===== config.mk =====
export PLATFORM = sky130hd
export DESIGN_NAME = apu_channel_control
export DESIGN_NICKNAME = d
export VERILOG_FILES = /design/src/sv/apu_pkg.sv /design/src/sv/apu_channel_control.sv
export SDC_FILE = /design/constraint.sdc
export NUM_CORES = 1
export LEC_CHECK = 0
export BUFFER_PORTS_ARGS = -buffer_cell sky130_fd_sc_hd__buf_2
export CELL_PAD_IN_SITES_DETAIL_PLACEMENT = 1
export CELL_PAD_IN_SITES_GLOBAL_PLACEMENT = 2
export CORE_ASPECT_RATIO = 0.6
export CORE_UTILIZATION = 43
export DETAILED_ROUTE_END_ITERATION = 6
export GPL_TIMING_DRIVEN = 0
export MAX_ROUTING_LAYER = met4
export PLACE_DENSITY = 0.92
export SLEW_MARGIN = 5
export SYNTH_ARGS = -nofsm -noshare
export SYNTH_HDL_FRONTEND = slang
export SYNTH_SLANG_ARGS = --single-unit

===== constraint.sdc =====
create_clock -name clock -period 16.6 [get_ports clock]
set_input_delay 0.83 -clock clock [delete_from_list [all_inputs] [get_ports clock]]
set_output_delay 0.83 -clock clock [all_outputs]
set_load 0.005 [all_outputs]

===== src/sv/apu_pkg.sv =====
// Package for the sound unit control core: register offsets, reset bytes, helpers.
// No dependencies.
package apu_pkg;
   localparam int unsigned NumRegs = 31;
   localparam logic [4:0] OFF_SW = 5'h00, OFF_L1 = 5'h01, OFF_E1 = 5'h02, OFF_F1L = 5'h03,
      OFF_F1H = 5'h04, OFF_L2 = 5'h06, OFF_E2 = 5'h07, OFF_F2L = 5'h08, OFF_F2H = 5'h09,
      OFF_LN = 5'h10, OFF_EN = 5'h11, OFF_PN = 5'h12, OFF_CN = 5'h13, OFF_POWER = 5'h16;
   localparam logic [1:0] FUNC_WRITE = 2'd0, FUNC_READ = 2'd1, FUNC_FRAME = 2'd2,
      FUNC_NOISE = 2'd3;
   localparam logic [7:0] DAC_MASK = 8'hF8;
   localparam logic [11:0] FREQ_MAX = 12'd2047;
   localparam logic [14:0] LFSR_SEED = 15'h7FFF;

   function automatic logic [7:0] reset_byte(input logic [4:0] i);
      logic [7:0] r;
      case (i)
         5'd0: r = 8'h80; 5'd1: r = 8'hBF; 5'd2: r = 8'hF3; 5'd4: r = 8'hBF;
         5'd6: r = 8'h3F; 5'd7: r = 8'h00; 5'd9: r = 8'hBF; 5'd10: r = 8'h7F;
         5'd12: r = 8'h9F; 5'd14: r = 8'hBF; 5'd17: r = 8'h00; 5'd18: r = 8'h00;
         5'd19: r = 8'hBF; 5'd20: r = 8'h77; 5'd21: r = 8'hF3; 5'd22: r = 8'hF1;
         default: r = 8'hFF;
      endcase
      return r;
   endfunction

   // shadow +/- (shadow >> shift), 12-bit wrap
   function automatic logic [11:0] sweep_calc(input logic [11:0] sh, input logic neg,
                                              input logic [2:0] shift);
      logic [11:0] d;
      d = sh >> shift;
      return neg ? sh - d : sh + d;
   endfunction
endpackage


===== src/sv/apu_channel_control.sv =====
// Sound unit control core: two square channels (one swept) and a noise channel.
// Depends on apu_pkg.
//
// Usage: one request per cycle on req_ while req_ready is high (func, reg_offset, write_data):
//   write, read, frame sequencer tick, or noise LFSR shift.
// Every request yields one response on rsp_ carrying read data (reads only),
// power and channel flags, envelope levels, swept square-one frequency and
// the noise output bit, all as they stand after the request.
// Latency: state updates in the accept cycle; the response register shows
// the result the next cycle. Throughput: one request per clock; the only
// limit is the single response register, which refills in the same cycle
// it is drained.
// Receiver stall: the response register holds; req_ready drops while it is
// full and not being taken, so no request is lost.
// Reset (synchronous, active high): registers return to power-on bytes,
// all counters clear, master power is on, response register empties.
module apu_channel_control import apu_pkg::*; (
   input  logic        clock,
   input  logic        reset,
   input  logic        req_valid,
   output logic        req_ready,
   input  logic [1:0]  req_func,
   input  logic [4:0]  req_reg_offset,
   input  logic [7:0]  req_write_data,
   output logic        rsp_valid,
   input  logic        rsp_ready,
   output logic [7:0]  rsp_read_data,
   output logic        rsp_power_on,
   output logic        rsp_sq1_on,
   output logic        rsp_sq2_on,
   output logic        rsp_noise_on,
   output logic [3:0]  rsp_sq1_level,
   output logic [3:0]  rsp_sq2_level,
   output logic [3:0]  rsp_noise_level,
   output logic [10:0] rsp_sq1_period_code,
   output logic        rsp_noise_bit
);
   logic [7:0]  regs_ff [NumRegs];
   logic [7:0]  regs_in [NumRegs];
   logic [3:0]  vol_ff [3], vol_in [3];
   logic        up_ff [3], up_in [3];
   logic [2:0]  ep_ff [3], ep_in [3];
   logic        len_en_ff [3], len_en_in [3];
   logic [10:0] freq_ff [2], freq_in [2];
   logic [2:0]  sw_period_ff, sw_period_in, sw_shift_ff, sw_shift_in;
   logic        sw_neg_ff, sw_neg_in, nz_w7_ff, nz_w7_in;
   logic [6:0]  len_ff [3], len_in [3];
   logic [3:0]  env_ff [3], env_in [3];
   logic [3:0]  lvl_ff [3], lvl_in [3];
   logic        on_ff [3], on_in [3];
   logic [11:0] shadow_ff, shadow_in;
   logic [3:0]  swc_ff, swc_in;
   logic        swa_ff, swa_in;
   logic [14:0] lfsr_ff, lfsr_in;
   logic [2:0]  step_ff, step_in;
   logic        master_ff, master_in;
   logic        rsp_valid_ff;
   logic [7:0]  rd_ff, rd_in;

   logic accept;
   assign req_ready = !rsp_valid_ff || rsp_ready;
   assign accept    = req_valid && req_ready;

   always_comb begin
      logic [4:0]  off;
      logic [7:0]  v;
      logic [11:0] nf;
      logic [3:0]  swc;
      logic [14:0] r;
      logic        x;
      logic [1:0]  ch;
      off = req_reg_offset;
      v   = req_write_data;
      regs_in = regs_ff; vol_in = vol_ff; up_in = up_ff; ep_in = ep_ff;
      len_en_in = len_en_ff; freq_in = freq_ff; sw_period_in = sw_period_ff;
      sw_shift_in = sw_shift_ff; sw_neg_in = sw_neg_ff; nz_w7_in = nz_w7_ff;
      len_in = len_ff; env_in = env_ff; lvl_in = lvl_ff; on_in = on_ff;
      shadow_in = shadow_ff; swc_in = swc_ff; swa_in = swa_ff; lfsr_in = lfsr_ff;
      step_in = step_ff; master_in = master_ff; rd_in = 8'h00;
      nf = 12'd0; swc = 4'd0; r = 15'd0; x = 1'b0; ch = 2'd0;
      case (req_func)
         FUNC_WRITE: begin
            if (off != 5'd31 && (master_ff || off == OFF_POWER)) begin
               regs_in[off] = v;
               case (off)
                  OFF_SW: begin
                     sw_period_in = v[6:4]; sw_neg_in = v[3]; sw_shift_in = v[2:0];
                  end
                  OFF_L1: len_in[0] = 7'd64 - {1'b0, v[5:0]};
                  OFF_L2: len_in[1] = 7'd64 - {1'b0, v[5:0]};
                  OFF_LN: len_in[2] = 7'd64 - {1'b0, v[5:0]};
                  OFF_E1, OFF_E2, OFF_EN: begin
                     ch = (off == OFF_E1) ? 2'd0 : (off == OFF_E2) ? 2'd1 : 2'd2;
                     vol_in[ch] = v[7:4]; up_in[ch] = v[3]; ep_in[ch] = v[2:0];
                     if ((v & DAC_MASK) == 8'h00) on_in[ch] = 1'b0;
                  end
                  OFF_F1L: freq_in[0][7:0] = v;
                  OFF_F2L: freq_in[1][7:0] = v;
                  OFF_PN: nz_w7_in = v[3];
                  OFF_F1H, OFF_F2H, OFF_CN: begin
                     ch = (off == OFF_F1H) ? 2'd0 : (off == OFF_F2H) ? 2'd1 : 2'd2;
                     if (ch != 2'd2) freq_in[ch[0]][10:8] = v[2:0];
                     len_en_in[ch] = v[6];
                     if (v[7]) begin
                        // trigger
                        on_in[ch] = (regs_ff[off - 5'd2] & DAC_MASK) != 8'h00;
                        if (len_ff[ch] == 7'd0) len_in[ch] = 7'd64;
                        env_in[ch] = (ep_ff[ch] != 3'd0) ? {1'b0, ep_ff[ch]} : 4'd8;
                        lvl_in[ch] = vol_ff[ch];
                        if (ch == 2'd0) begin
                           shadow_in = {1'b0, v[2:0], freq_ff[0][7:0]};
                           swc_in = (sw_period_ff != 3'd0) ? {1'b0, sw_period_ff} : 4'd8;
                           swa_in = (sw_period_ff != 3'd0) || (sw_shift_ff != 3'd0);
                           nf = sweep_calc(shadow_in, sw_neg_ff, sw_shift_ff);
                           if (sw_shift_ff != 3'd0 && nf > FREQ_MAX) on_in[0] = 1'b0;
                        end
                        if (ch == 2'd2) lfsr_in = LFSR_SEED;
                     end
                  end
                  OFF_POWER: begin
                     master_in = v[7];
                     if (!v[7]) begin
                        on_in[0] = 1'b0; on_in[1] = 1'b0; on_in[2] = 1'b0;
                     end
                  end
                  default: ;
               endcase
            end
         end
         FUNC_READ: begin
            if (off == OFF_POWER)
               rd_in = {master_ff, 3'b111, on_ff[2], 1'b0, on_ff[1], on_ff[0]};
            else if (off == 5'd31) rd_in = 8'hFF;
            else rd_in = regs_ff[off];
         end
         FUNC_FRAME: begin
            if (!step_ff[0]) begin
               for (int i = 0; i < 3; i++) begin
                  if (len_en_ff[i] && len_ff[i] != 7'd0) begin
                     len_in[i] = len_ff[i] - 7'd1;
                     if (len_ff[i] == 7'd1) on_in[i] = 1'b0;
                  end
               end
            end
            if ((step_ff == 3'd2 || step_ff == 3'd6) && swc_ff != 4'd0) begin
               swc = swc_ff - 4'd1;
               swc_in = swc;
               if (swc == 4'd0) begin
                  swc_in = (sw_period_ff != 3'd0) ? {1'b0, sw_period_ff} : 4'd8;
                  if (swa_ff && sw_period_ff != 3'd0) begin
                     nf = sweep_calc(shadow_ff, sw_neg_ff, sw_shift_ff);
                     if (nf > FREQ_MAX) on_in[0] = 1'b0;
                     else if (sw_shift_ff != 3'd0) begin
                        shadow_in = nf;
                        freq_in[0] = nf[10:0];
                        regs_in[3] = nf[7:0];
                        regs_in[4] = {regs_ff[4][7:3], nf[10:8]};
                        if (sweep_calc(nf, sw_neg_ff, sw_shift_ff) > FREQ_MAX)
                           on_in[0] = 1'b0;
                     end
                  end
               end
            end
            if (step_ff == 3'd7) begin
               for (int i = 0; i < 3; i++) begin
                  if (ep_ff[i] != 3'd0) begin
                     if (env_ff[i] <= 4'd1) begin
                        env_in[i] = {1'b0, ep_ff[i]};
                        if (up_ff[i] && lvl_ff[i] != 4'd15) lvl_in[i] = lvl_ff[i] + 4'd1;
                        else if (!up_ff[i] && lvl_ff[i] != 4'd0)
                           lvl_in[i] = lvl_ff[i] - 4'd1;
                     end else env_in[i] = env_ff[i] - 4'd1;
                  end
               end
            end
            step_in = step_ff + 3'd1;
         end
         default: begin
            x = lfsr_ff[0] ^ lfsr_ff[1];
            r = {x, lfsr_ff[14:1]};
            if (nz_w7_ff) r[6] = x;
            lfsr_in = r;
         end
      endcase
   end

   always_ff @(posedge clock) begin
      if (reset) begin
         for (int i = 0; i < NumRegs; i++) regs_ff[i] <= reset_byte(5'(i));
         for (int i = 0; i < 3; i++) begin
            vol_ff[i] <= '0; up_ff[i] <= 1'b0; ep_ff[i] <= '0; len_en_ff[i] <= 1'b0;
            len_ff[i] <= '0; env_ff[i] <= '0; lvl_ff[i] <= '0; on_ff[i] <= 1'b0;
         end
         freq_ff[0] <= '0; freq_ff[1] <= '0;
         sw_period_ff <= '0; sw_shift_ff <= '0; sw_neg_ff <= 1'b0; nz_w7_ff <= 1'b0;
         shadow_ff <= '0; swc_ff <= '0; swa_ff <= 1'b0; lfsr_ff <= '0;
         step_ff <= '0; master_ff <= 1'b1; rsp_valid_ff <= 1'b0; rd_ff <= '0;
      end else begin
         if (accept) begin
            regs_ff <= regs_in; vol_ff <= vol_in; up_ff <= up_in; ep_ff <= ep_in;
            len_en_ff <= len_en_in; freq_ff <= freq_in; sw_period_ff <= sw_period_in;
            sw_shift_ff <= sw_shift_in; sw_neg_ff <= sw_neg_in; nz_w7_ff <= nz_w7_in;
            len_ff <= len_in; env_ff <= env_in; lvl_ff <= lvl_in; on_ff <= on_in;
            shadow_ff <= shadow_in; swc_ff <= swc_in; swa_ff <= swa_in;
            lfsr_ff <= lfsr_in; step_ff <= step_in; master_ff <= master_in;
            rd_ff <= rd_in;
         end
         if (accept) rsp_valid_ff <= 1'b1;
         else if (rsp_ready) rsp_valid_ff <= 1'b0;
      end
   end

   // Status fields track live state, which only changes on accept, so they
   // stay stable while a response waits.
   assign rsp_valid           = rsp_valid_ff;
   assign rsp_read_data       = rd_ff;
   assign rsp_power_on        = master_ff;
   assign rsp_sq1_on          = on_ff[0];
   assign rsp_sq2_on          = on_ff[1];
   assign rsp_noise_on        = on_ff[2];
   assign rsp_sq1_level       = lvl_ff[0];
   assign rsp_sq2_level       = lvl_ff[1];
   assign rsp_noise_level     = lvl_ff[2];
   assign rsp_sq1_period_code = freq_ff[0];
   assign rsp_noise_bit       = !lfsr_ff[0];
endmodule

---- Yosys cells after proc, flatten, opt, wreduce, memory -nomap -nowiden ----
Cells that the tools add are included.
word-level totals
  memories ................................ 0
  memory bits (writable) .................. 0
  bits in latches ......................... 0
  logic and storage cells ................. 429
  memory bits (read-only) ................. 0
  output and inout port bits .............. 38
  input bits .............................. 19
  register bits after elaboration ......... 398
operators by class
  add/subtract/negate cells ............... 22
  muxes and demuxes ....................... 156
  $lt $le $gt $ge ......................... 15
  equality and inequality tests ........... 66
  divide/modulo/power cells ............... 0
  multipliers ............................. 0
  reductions and logical operators ........ 82
  shift operators ......................... 3
  bitwise logic cells ..................... 13
operators by type and width
  cell                  count
  $bwmux 248            1
  $mux 12               20
  $mux 224              1
  $mux 4                30
  $mux 21               4
  $bmux 8 s5            2
  $mux 16               5
  $pmux 12 s2           3
  $mux 11               6
  $mux 8                8
  $mux 15               4
  $ne 2x2->1 const B    25
  $mux 22               2
  $mux 7                6
  $pmux 21 s2           1
  $pmux 7 s2            3
  $demux 8 s5           1
  $reduce_and 10->1     4
  $bwmux 12             3
  $gt 12x11->1 const B  3
  $reduce_and 7->1      5
  $pmux 16 s2           1
  $pmux 8 s2            2
  $reduce_and 8->1      4
  86 further kinds      213

---- Logic depth before layout (Yosys ltp) ----
Gate-level depths: netlist of the first run.
  depth in word-level cells ............... 15
  mapped depth ............................ 36
  mapped depth without buffers ............ 31

---- Least setup slack after synthesis of the first run ----
OpenSTA, ideal clock, no wires.
  kind .................................... reg-to-reg
  from .................................... reg sw_shift_ff[1]
  to ...................................... reg on_ff (netlist bit rsp_sq1_on)
  data required time ...................... 16.478 ns
  arrival ................................. 6.469 ns
  slack ................................... 10.009 ns
  path buffers ............................ 6
  clock period less this slack ............ 6.591 ns
  cell stages (with the launch flop) ...... 36
  setup time .............................. 0.122 ns
  cell sequence ........................... dfxtp_1 > buf_6 > buf_4 > buf_2 > clkbuf_1 > buf_2 > buf_2 > mux2_2 > o21ai_0 > nand2_1 > nand2_1 > ha_1 > nand2_1 > nor2_1 > nor2_1 > xor2_1 > ha_1 > o21ai_0 > a21oi_1 > o21ai_1 > xnor2_2 > a21oi_1 > mux4_2 > ha_1 > and3_1 > nor2_1 > xor2_1 > ha_1 > a21oi_1 > o21ai_0 > a21o_1 > a21oi_1 > nor2_1 > a221oi_2 > mux2i_1 > nand3_1
between the ends
  word-level cells in the longest chain between the ends .. 14
  elaborated cells between the ends (all ways) .. 29
  classes of those cells .................. add/sub: 6; order compare: 3; shift: 3; mux: 15; reduce/logical: 2
ends and longest elaborated chain
  item                                              line                        text
  start, declared                                   apu_channel_control.sv:45   logic [2:0] sw_period_ff, sw_period_in, sw_shift_ff, sw_shift_in;
  start signal, assigned                            apu_channel_control.sv:202  sw_shift_ff <= sw_shift_in; sw_neg_ff <= sw_neg_in; nz_w7_ff <= nz_w7_in;
  $shr 12x3->12                                     apu_pkg.sv:30               d = sh >> shift;
  $add 12x12->12 or $sub 12x12->12 (tied branches)  apu_pkg.sv:31               return neg ? sh - d : sh + d;
  $mux 12                                           apu_pkg.sv:31
  $shr 12x3->12                                     apu_pkg.sv:30
  $add 12x12->12 or $sub 12x12->12 (tied branches)  apu_pkg.sv:31
  $mux 12                                           apu_pkg.sv:31
  $gt 12x11->1                                      apu_channel_control.sv:158  if (sweep_calc(nf, sw_neg_ff, sw_shift_ff) > FREQ_MAX)
  $mux 1                                            apu_channel_control.sv:158
  $mux 1                                            apu_channel_control.sv:153  else if (sw_shift_ff != 3'd0) begin
  $mux 1                                            apu_channel_control.sv:152  if (nf > FREQ_MAX) on_in[0] = 1'b0;
  $mux 1                                            apu_channel_control.sv:150  if (swa_ff && sw_period_ff != 3'd0) begin
  $mux 1                                            apu_channel_control.sv:148  if (swc == 4'd0) begin
  $mux 1                                            apu_channel_control.sv:145  if ((step_ff == 3'd2 || step_ff == 3'd6) && swc_ff != 4'd0) begin
  $pmux 3 s2 *                                      apu_channel_control.sv:81   case (req_func)
  end signal, assigned                              apu_channel_control.sv:203  len_ff <= len_in; env_ff <= env_in; lvl_ff <= lvl_in; on_ff <= on_in;
  end, declared                                     apu_channel_control.sv:50   logic on_ff [3], on_in [3];
Mark *: on every way between the ends. The rest lies on a longest branch, timed or not. The select of a mux whose other input is x is not followed.
A chain may end at the register's enable or synchronous reset.

---- Final worst setup path of the first run ----
  from .................................... reg sw_shift_ff[0]
  to ...................................... reg on_ff (netlist bit rsp_sq1_on)
Same word-level chain as after synthesis.

==> results of run 1 <==
## kinds of logic (layout without fill, tap and decap cells)
| family | count (synthesis) | after routing | share of synthesized area (%) |
|---|---|---|---|
| AO/OA/AOI/OAI | 718 | 718 | 22.2 |
| other | 0 | 1 | 0 |
| flip-flops | 387 | 387 | 34.3 |
| XOR/XNOR | 51 | 51 | 2.04 |
| AND/OR/NAND/NOR | 1043 | 1043 | 22.0 |
| multiplexers | 149 | 149 | 11.0 |
| buffers and inverters | 251 | 368 | 4.36 |
| adder cells (fa/ha/maj) | 72 | 72 | 4.12 |
## worst max-delay path, delay by kind of cell (launching register included)
kind | cells | cell delay [ns]
muxes | 2 | 1.04
and+or+nand+nor | 10 | 1.26
DFF | 1 | 0.43
AOI/OAI and AO/OA | 10 | 1.82
xor gates and xnor gates | 3 | 1.15
adders and majority gates | 4 | 1.10
buffers and inverters | 5 | 2.52
## flip-flops by register name (all words and copies together) (netlist names), 3 cells and up
name	count
len_en_ff	3
rsp_sq2_level	4
rsp_noise_level	4
rsp_read_data	8
shadow_ff	12
ep_ff	9
sw_period_ff	3
lfsr_ff	15
vol_ff	12
swc_ff	4
rsp_sq1_period_code	11
up_ff	3
sw_shift_ff	3
step_ff	3
regs_ff	248
len_ff	21
env_ff	12
rsp_sq1_level	4
## path summary, 6_finish.rpt
kind	start	to	slack [ns]	cells past startpoint
setup / recovery	sw_shift_ff[0]	rsp_sq1_on	7.08	34
hold / removal	rsp_read_data[7]	rsp_read_data[7]	0.46	2
setup reg to reg	sw_shift_ff[0]	rsp_sq1_on	7.08	34
hold reg to reg	rsp_read_data[7]	rsp_read_data[7]	0.46	2
## through the flow
stage | power (mW) | util [%]
2_1_floorplan | 1.33 | -
3_3_place_gp | 1.51 | 46.1
3_5_place_dp | 1.53 | 46.1
4_1_cts | 2.47 | 48.7
5_1_grt | 2.56 | 48.7
6_report | 2.49 | 48.7
## cells in the mapped netlist (20+ instances only)
master      n  share of area, %
or4_1      20              0.66
ha_1       68               3.8
nor3_1    107               2.4
a211o_1   181               7.0
buf_1      26              0.43
mux2i_1    63               2.8
nor2_1    262               4.4
clkbuf_1  153               2.5
a21o_1     23              0.76
nand3_1    44              0.97
o21ai_0    86               1.9
a31oi_1    25              0.69
a211oi_1   30               1.0
dfxtp_1   387                34
nor2b_1   193               5.3
a21oi_1   219               4.8
nand2_1   311               5.2
xor2_1     29               1.1
mux4_2     77               7.7
inv_1      53              0.88
xnor2_1    20              0.78
and3_1     24              0.66
## power groups by stage
stage	Clock (mW)	Sequential, mW	Combinational [mW]
final	0.959	0.957	0.574
after CTS	0.957	0.957	0.554
after global routing	0.996	0.958	0.607
after detailed placement	0	0.978	0.550
after global placement	0	0.977	0.535
after floorplan	0	0.971	0.360
## area by class of cell
type / instances / share of cell area [%]
multi-input cells: 2033 / 55.4
flip-flops and latches: 387 / 30.9
clock buffers: 56 / 4.64
well taps: 693 / 3.46
plain buffers: 197 / 3.13
repair buffers: 48 / 0.959
inverters: 54 / 0.809
clock inverters: 13 / 0.664
diodes: 1 / 0.00999
## per-layer routing
layer / track usage [%] / part of all wire [%] / vias to the layer above
met2: 54.5 / 39 / 1357
met3: 14.9 / 14 / 166
met5: - / 0 / -
met4: 9.17 / 2.2 / 0
li1: - / - / 9877
met1: 59.5 / 45 / 11900
==> metrics.md, run 1 <==
| Metric | Value |
|---|---|
| CP required | 17.03 ns |
| CTS resizes | 0 |
| CTS tree | done |
| H-tree depth | 2 |
| Unrepaired setup endpoints after global routing | false |
| Max stage delay on crit path | 0.74 ns |
| Total vias in the final route | 23300 |
| Seq. cell area | 7750 sq um |
| Dpl cells | 3412 |
| Die area | 53500 sq um |
| Slew Limit Fails | 0 |
| Post-route insts no fill | roughly 3500 |
| Final ANT Viol Nets | 0 |
| Seq/Total Area, Yosys | between 30 and 40% |
| Root buffer cell | clkbuf_16 |
| CP Launch Type | flop |
| DRT Wirelength | 111 mm |
| Skew-Pair Late Insertion Delay | 0.58 ns |
| Layout Nets | between 2000 and 3000 |
| Synth Flop Type | dfxtp_1 |
| Num ports | 57 |
| Hold buffers post-CTS | 0 |
| NetSw | 0.825 mW |
| Hpwl dp | 85.1 mm |
| Sequential power share | approximately two fifths |
| Area growth syn-to-layout | 10.8% |
| Clock Skew | 0.0273 ns |
| Starting Density | about 44% |
| Cell Pwr Density | 99.4 nW/um^2 |
| Status | complete, no violations |
| Dpl cell area | between 20000 and 25000 sq um |
| Hold WC Path Type | flop to flop |
| Final instance area | 25000 sq um |
| Arr. time, crit path | 9.95 ns |
| Yosys warnings | 0 |
| Number of global-route vias before repair | 22900 |
| Multi-input gate area | 13900 sq um |
| Crit share post-route | 57.4% |
| IR drop worst, VDD | 0.0757 mV |
| Most frequent cells in the layout | 387 x dfxtp_1, 311 x nand2_1, 262 x nor2_1 |
| Post-Syn Nets | around 2800 |
| Leakage dissipation | ~8.7 nW |
| Worst-margin pin slew | roughly 1.4 ns |
| Avg Vias per Cell | 6.70 |
| Total global routing overflow | 0 |
| Peak Freq | 0.105 GHz |
| Worst Setup End Kind | flop |
| Sw Share | roughly a third |
| Minimum clock period after layout | 9.52 ns |
| Mapped Cells | roughly 2700 |
| Worst hold margin | 0.462 ns |
| Place WS | between 7 and 8 ns |
| Crit-path slowest cell | xnor2_2 |
| Avg Inst Size Synth | 8.46 sq um |
| Clock Path Buffers | 3 |
| DRT Pass-1 Iters | 6 |
| Clock Sinks | 387 |
| Final worst slack | 7.08 ns |
| GRT Total Usage | 41.4% |
| Setup Fix Bufs, Post-CTS | 0 |
| Slew HR | 6.80% |
| Clock Power Share | 38.5% |
| FILL cells | 6180 |
| Commonest non-fill, non-tap cell in the layout | dfxtp_1 |
| Fraction of layout cells with a size suffix above 1 | 8.54% |
| Final Hold Fails | 0 |
| First-pass GRT wire length | roughly 160 mm |
| Final setup viols | 0 |
| Chip width | between 200 and 300 um |
| Die Height | 180 um |
| WS Path Type | flop to flop |
| FF+latch count, synth | 387 |
| DRC | 0 |
| Core Rows | 64 |
| Post-synth ARST share | 0% |
| Worst Path Max Fanout | 10 |
| Unique masters post-synth | 94 |
| GPL Wtd Cong | 1.06 |
| WL per Instance | 31.7 um |
| Max_cap viols | 0 |
| Clock-pin slew on the worst setup and hold paths | 0.07 ns |
| Combinational share of power | a little under a quarter |
| Syn Std Cell Area | 22600 sq um |
| CORE AREA | 51400 sq um |
| Number of synthesized flops with an enable pin | 0 |
| Iter 0 DRT Violations | 2935 |
| Antenna violations before repair | 6 |
| Cell-internal power | 1.67 mW |
| Pin count of the biggest net entering global routing | 15 |
| Buffers on Ports | 47 |
| Setup TNS | 0 ns |
| CTS Buf Count | 39 |
(Power assumes the default switching activity.)
==> run 2: changes to the inputs <==
--- a/config.mk
+++ b/config.mk
@@ -9,11 +9,11 @@
 export CELL_PAD_IN_SITES_DETAIL_PLACEMENT = 1
 export CELL_PAD_IN_SITES_GLOBAL_PLACEMENT = 2
 export CORE_ASPECT_RATIO = 0.6
-export CORE_UTILIZATION = 43
+export CORE_UTILIZATION = 36
 export DETAILED_ROUTE_END_ITERATION = 6
 export GPL_TIMING_DRIVEN = 0
 export MAX_ROUTING_LAYER = met4
-export PLACE_DENSITY = 0.92
+export PLACE_DENSITY = 0.82
 export SLEW_MARGIN = 5
 export SYNTH_ARGS = -nofsm -noshare
 export SYNTH_HDL_FRONTEND = slang
==> constraint.sdc (replaced) <==
create_clock -name clock -period 7.8 [get_ports clock]
set_input_delay 0.39 -clock clock [delete_from_list [all_inputs] [get_ports clock]]
set_output_delay 0.39 -clock clock [all_outputs]
set_load 0.005 [all_outputs]
==> run 2 against run 1 <==
Against the previous run: clock power is 130% higher; sequential power is 110% higher; register-to-register slack worse by 6.8 ns; via count is 0.43% lower; critical path depth is 3 lower; critical endpoint unchanged.
==> metrics.md, run 2 (synthesis results as in run 1) <==
| Metric | Value |
|---|---|
| Combinational share of power | a little under a quarter |
| IR drop worst, VDD | 0.145 mV |
| Num ports | between 50 and 60 |
| Biggest register | regs_ff |
| Hold EP | rsp_valid |
| Final core area utilization | between 40% and 50% |
| Iter 0 DRT Violations | approximately 2900 |
| Avg Vias per Cell | 6.40 |
| CP Launch Type | flop |
| Starting Density | between 30% and 40% |
| Cell Pwr Density | 217 nW/um^2 |
| Peak Freq | 0.132 GHz |
| Worst hold margin | 0.0613 ns |
| Unrepaired setup endpoints after global routing | false |
| Final setup viols | 0 |
| Dpl cells | 3548 |
| Clock Skew | approximately 0.021 ns |
| Total vias in the final route | approximately 23000 |
| GRT Total Usage | roughly 36% |
| Most frequent cells in the layout | 387 x dfxtp_1, 311 x nand2_1, 261 x nor2_1 |
| R2R cell count | 31 |
| CP required | 8.26 ns |
| CORE AREA | 61500 sq um |
| Hold WC Path Type | input pin to flop |
| Status | complete, no violations |
| CTS Buf Count | 42 |
| DRT Pass-1 Iters | 6 |
| WL per Instance | 31.2 um |
| Final Hold Fails | 0 |
| Area growth syn-to-layout | 13.0% |
| Buffers on Ports | 47 |
| NetSw | 1.84 mW |
| DRT Wirelength | 113 mm |
| Max stage delay on crit path | 0.51 ns |
| Top delay family on crit path | compound AO/OA/AOI/OAI gates |
| Biggest regs | regs_ff: 248 flops, len_ff: 21 flops, lfsr_ff: 15 flops |
| Reg2reg start | sw_shift_ff[2] |
| GPL Wtd Cong | 1.05 |
| Pin count of the biggest net entering global routing | 20 |
| Slew HR | 3.77% |
| Slew Limit Fails | 0 |
| Worst Setup End Kind | flop |
| DRC | 0 |
| Core Rows | 70 |
| Max_cap viols | 0 |
| First-pass GRT wire length | 160 mm |
| Crit-path slowest cell | mux4_2 |
| Fraction of layout cells with a size suffix above 1 | 9.80% |
| WS Path Type | flop to flop |
| Clock-pin slew on the worst setup and hold paths | roughly 0.07 ns |
| Die Height | 196 um |
| Tot Pwr | between 5 and 6 mW |
| Die area | 63800 sq um |
| Crit share post-route | 97.0% |
| Worst Path Max Fanout | 10 |
| Final ANT Viol Nets | 0 |
| Post-route insts no fill | 3630 |
| Hold buffers post-CTS | 0 |
| CTS tree | done |
| Leakage dissipation | about 9 nW |
| Minimum clock period after layout | 7.56 ns |
| Antenna violations before repair | 8 |
| Arr. time, crit path | 8.03 ns |
| Chip width | 325 um |
| Worst path bufs/invs | 6 |
| Total global routing overflow | 0 |
| Largest register FFs | 248 |
| Sequential power share | 36.8% |
| Root buffer cell | clkbuf_16 |
| Hpwl dp | 87.4 mm |
| Min-delay src | req_valid |
| Clock Power Share | roughly 40% |
| Number of global-route vias before repair | approximately 22000 |
| Flop2flop setup slack | 0.24 ns |
| H-tree depth | 2 |
| Clock Path Buffers | 3 |
| Worst-margin pin slew | 1.44 ns |
| Clock Sinks | 387 |
| Sw Share | 33.3% |
| Worst Hold Path Cells | 3 |
| Reg-to-reg endpoint | rsp_sq1_on |
| Skew-Pair Late Insertion Delay | 0.61 ns |
| Commonest non-fill, non-tap cell in the layout | dfxtp_1 |
| Layout Nets | 2854 |
| Cell-internal power | 3.69 mW |
## run 2: layer usage
layer	GRT usage, %	vias to the layer above	share of wire, %
li1	-	9903	-
met5	-	-	0
met2	44.4	1323	37
met3	14.3	142	14
met4	6.90	0	1.7
met1	52.4	11900	48
## run 2: area by class of cell
type,instances,area (sq um)
Sequential cell,387,7750
Inverter,54,203
Clock buffer,50,1140
Timing Repair Buffer,52,274
Fill cell,7333,35900
Multi-Input combinational cell,2033,14000
Buffer,193,823
Clock inverter,27,342
Antenna cell,6,15.0
Tap cell,828,1040
## run 2: power by group through the flow
stage / Clock, mW / Sequential [mW] / Combinational [mW]
floorplan: 0 / 2.07 / 0.767
detailed placement: 0 / 2.08 / 1.18
global placement: 0 / 2.08 / 1.14
finish: 2.23 / 2.04 / 1.27
CTS: 2.25 / 2.04 / 1.21
global route: 2.33 / 2.04 / 1.34
## run 2: worst min-delay path: cells and delay by family
| kind | cells | cell delay [ns] |
|---|---|---|
| AO/OA/AOI/OAI | 1 | 0.05 |
| buffers and inverters | 2 | 0.17 |
## run 2: timing repair
item                       4_1_cts  5_1_grt
resized for setup               22       25
setup endpoints to repair        1        1
pin swaps                        3        4
buffers inserted                 1        2
## run 2: worst max-delay path by stage
stage,cells past startpoint,slack [ns],from,endpoint
2_1_floorplan,35,1.21,sw_shift_ff[1],rsp_sq1_on
3_3_place_gp,34,-1.30,sw_shift_ff[0],rsp_sq1_on
3_5_place_dp,34,-1.50,sw_shift_ff[0],rsp_sq1_on
4_1_cts,33,0.006,sw_shift_ff[1],rsp_sq1_on
5_1_grt,35,0.008,sw_shift_ff[0],rsp_sq1_on
6_report,31,0.24,sw_shift_ff[2],rsp_sq1_on
## run 2: per-stage QoR
step                setup TNS [ns]  instance area [sq um]  setup WS (ns)
global placement             -1.30                  23900          -1.30
finish                           0                  25500          0.238
floorplan                        0                  22600           1.21
detailed placement           -1.50                  23900          -1.50
CTS                              0                  25400        0.00647
global route                     0                  25500        0.00817
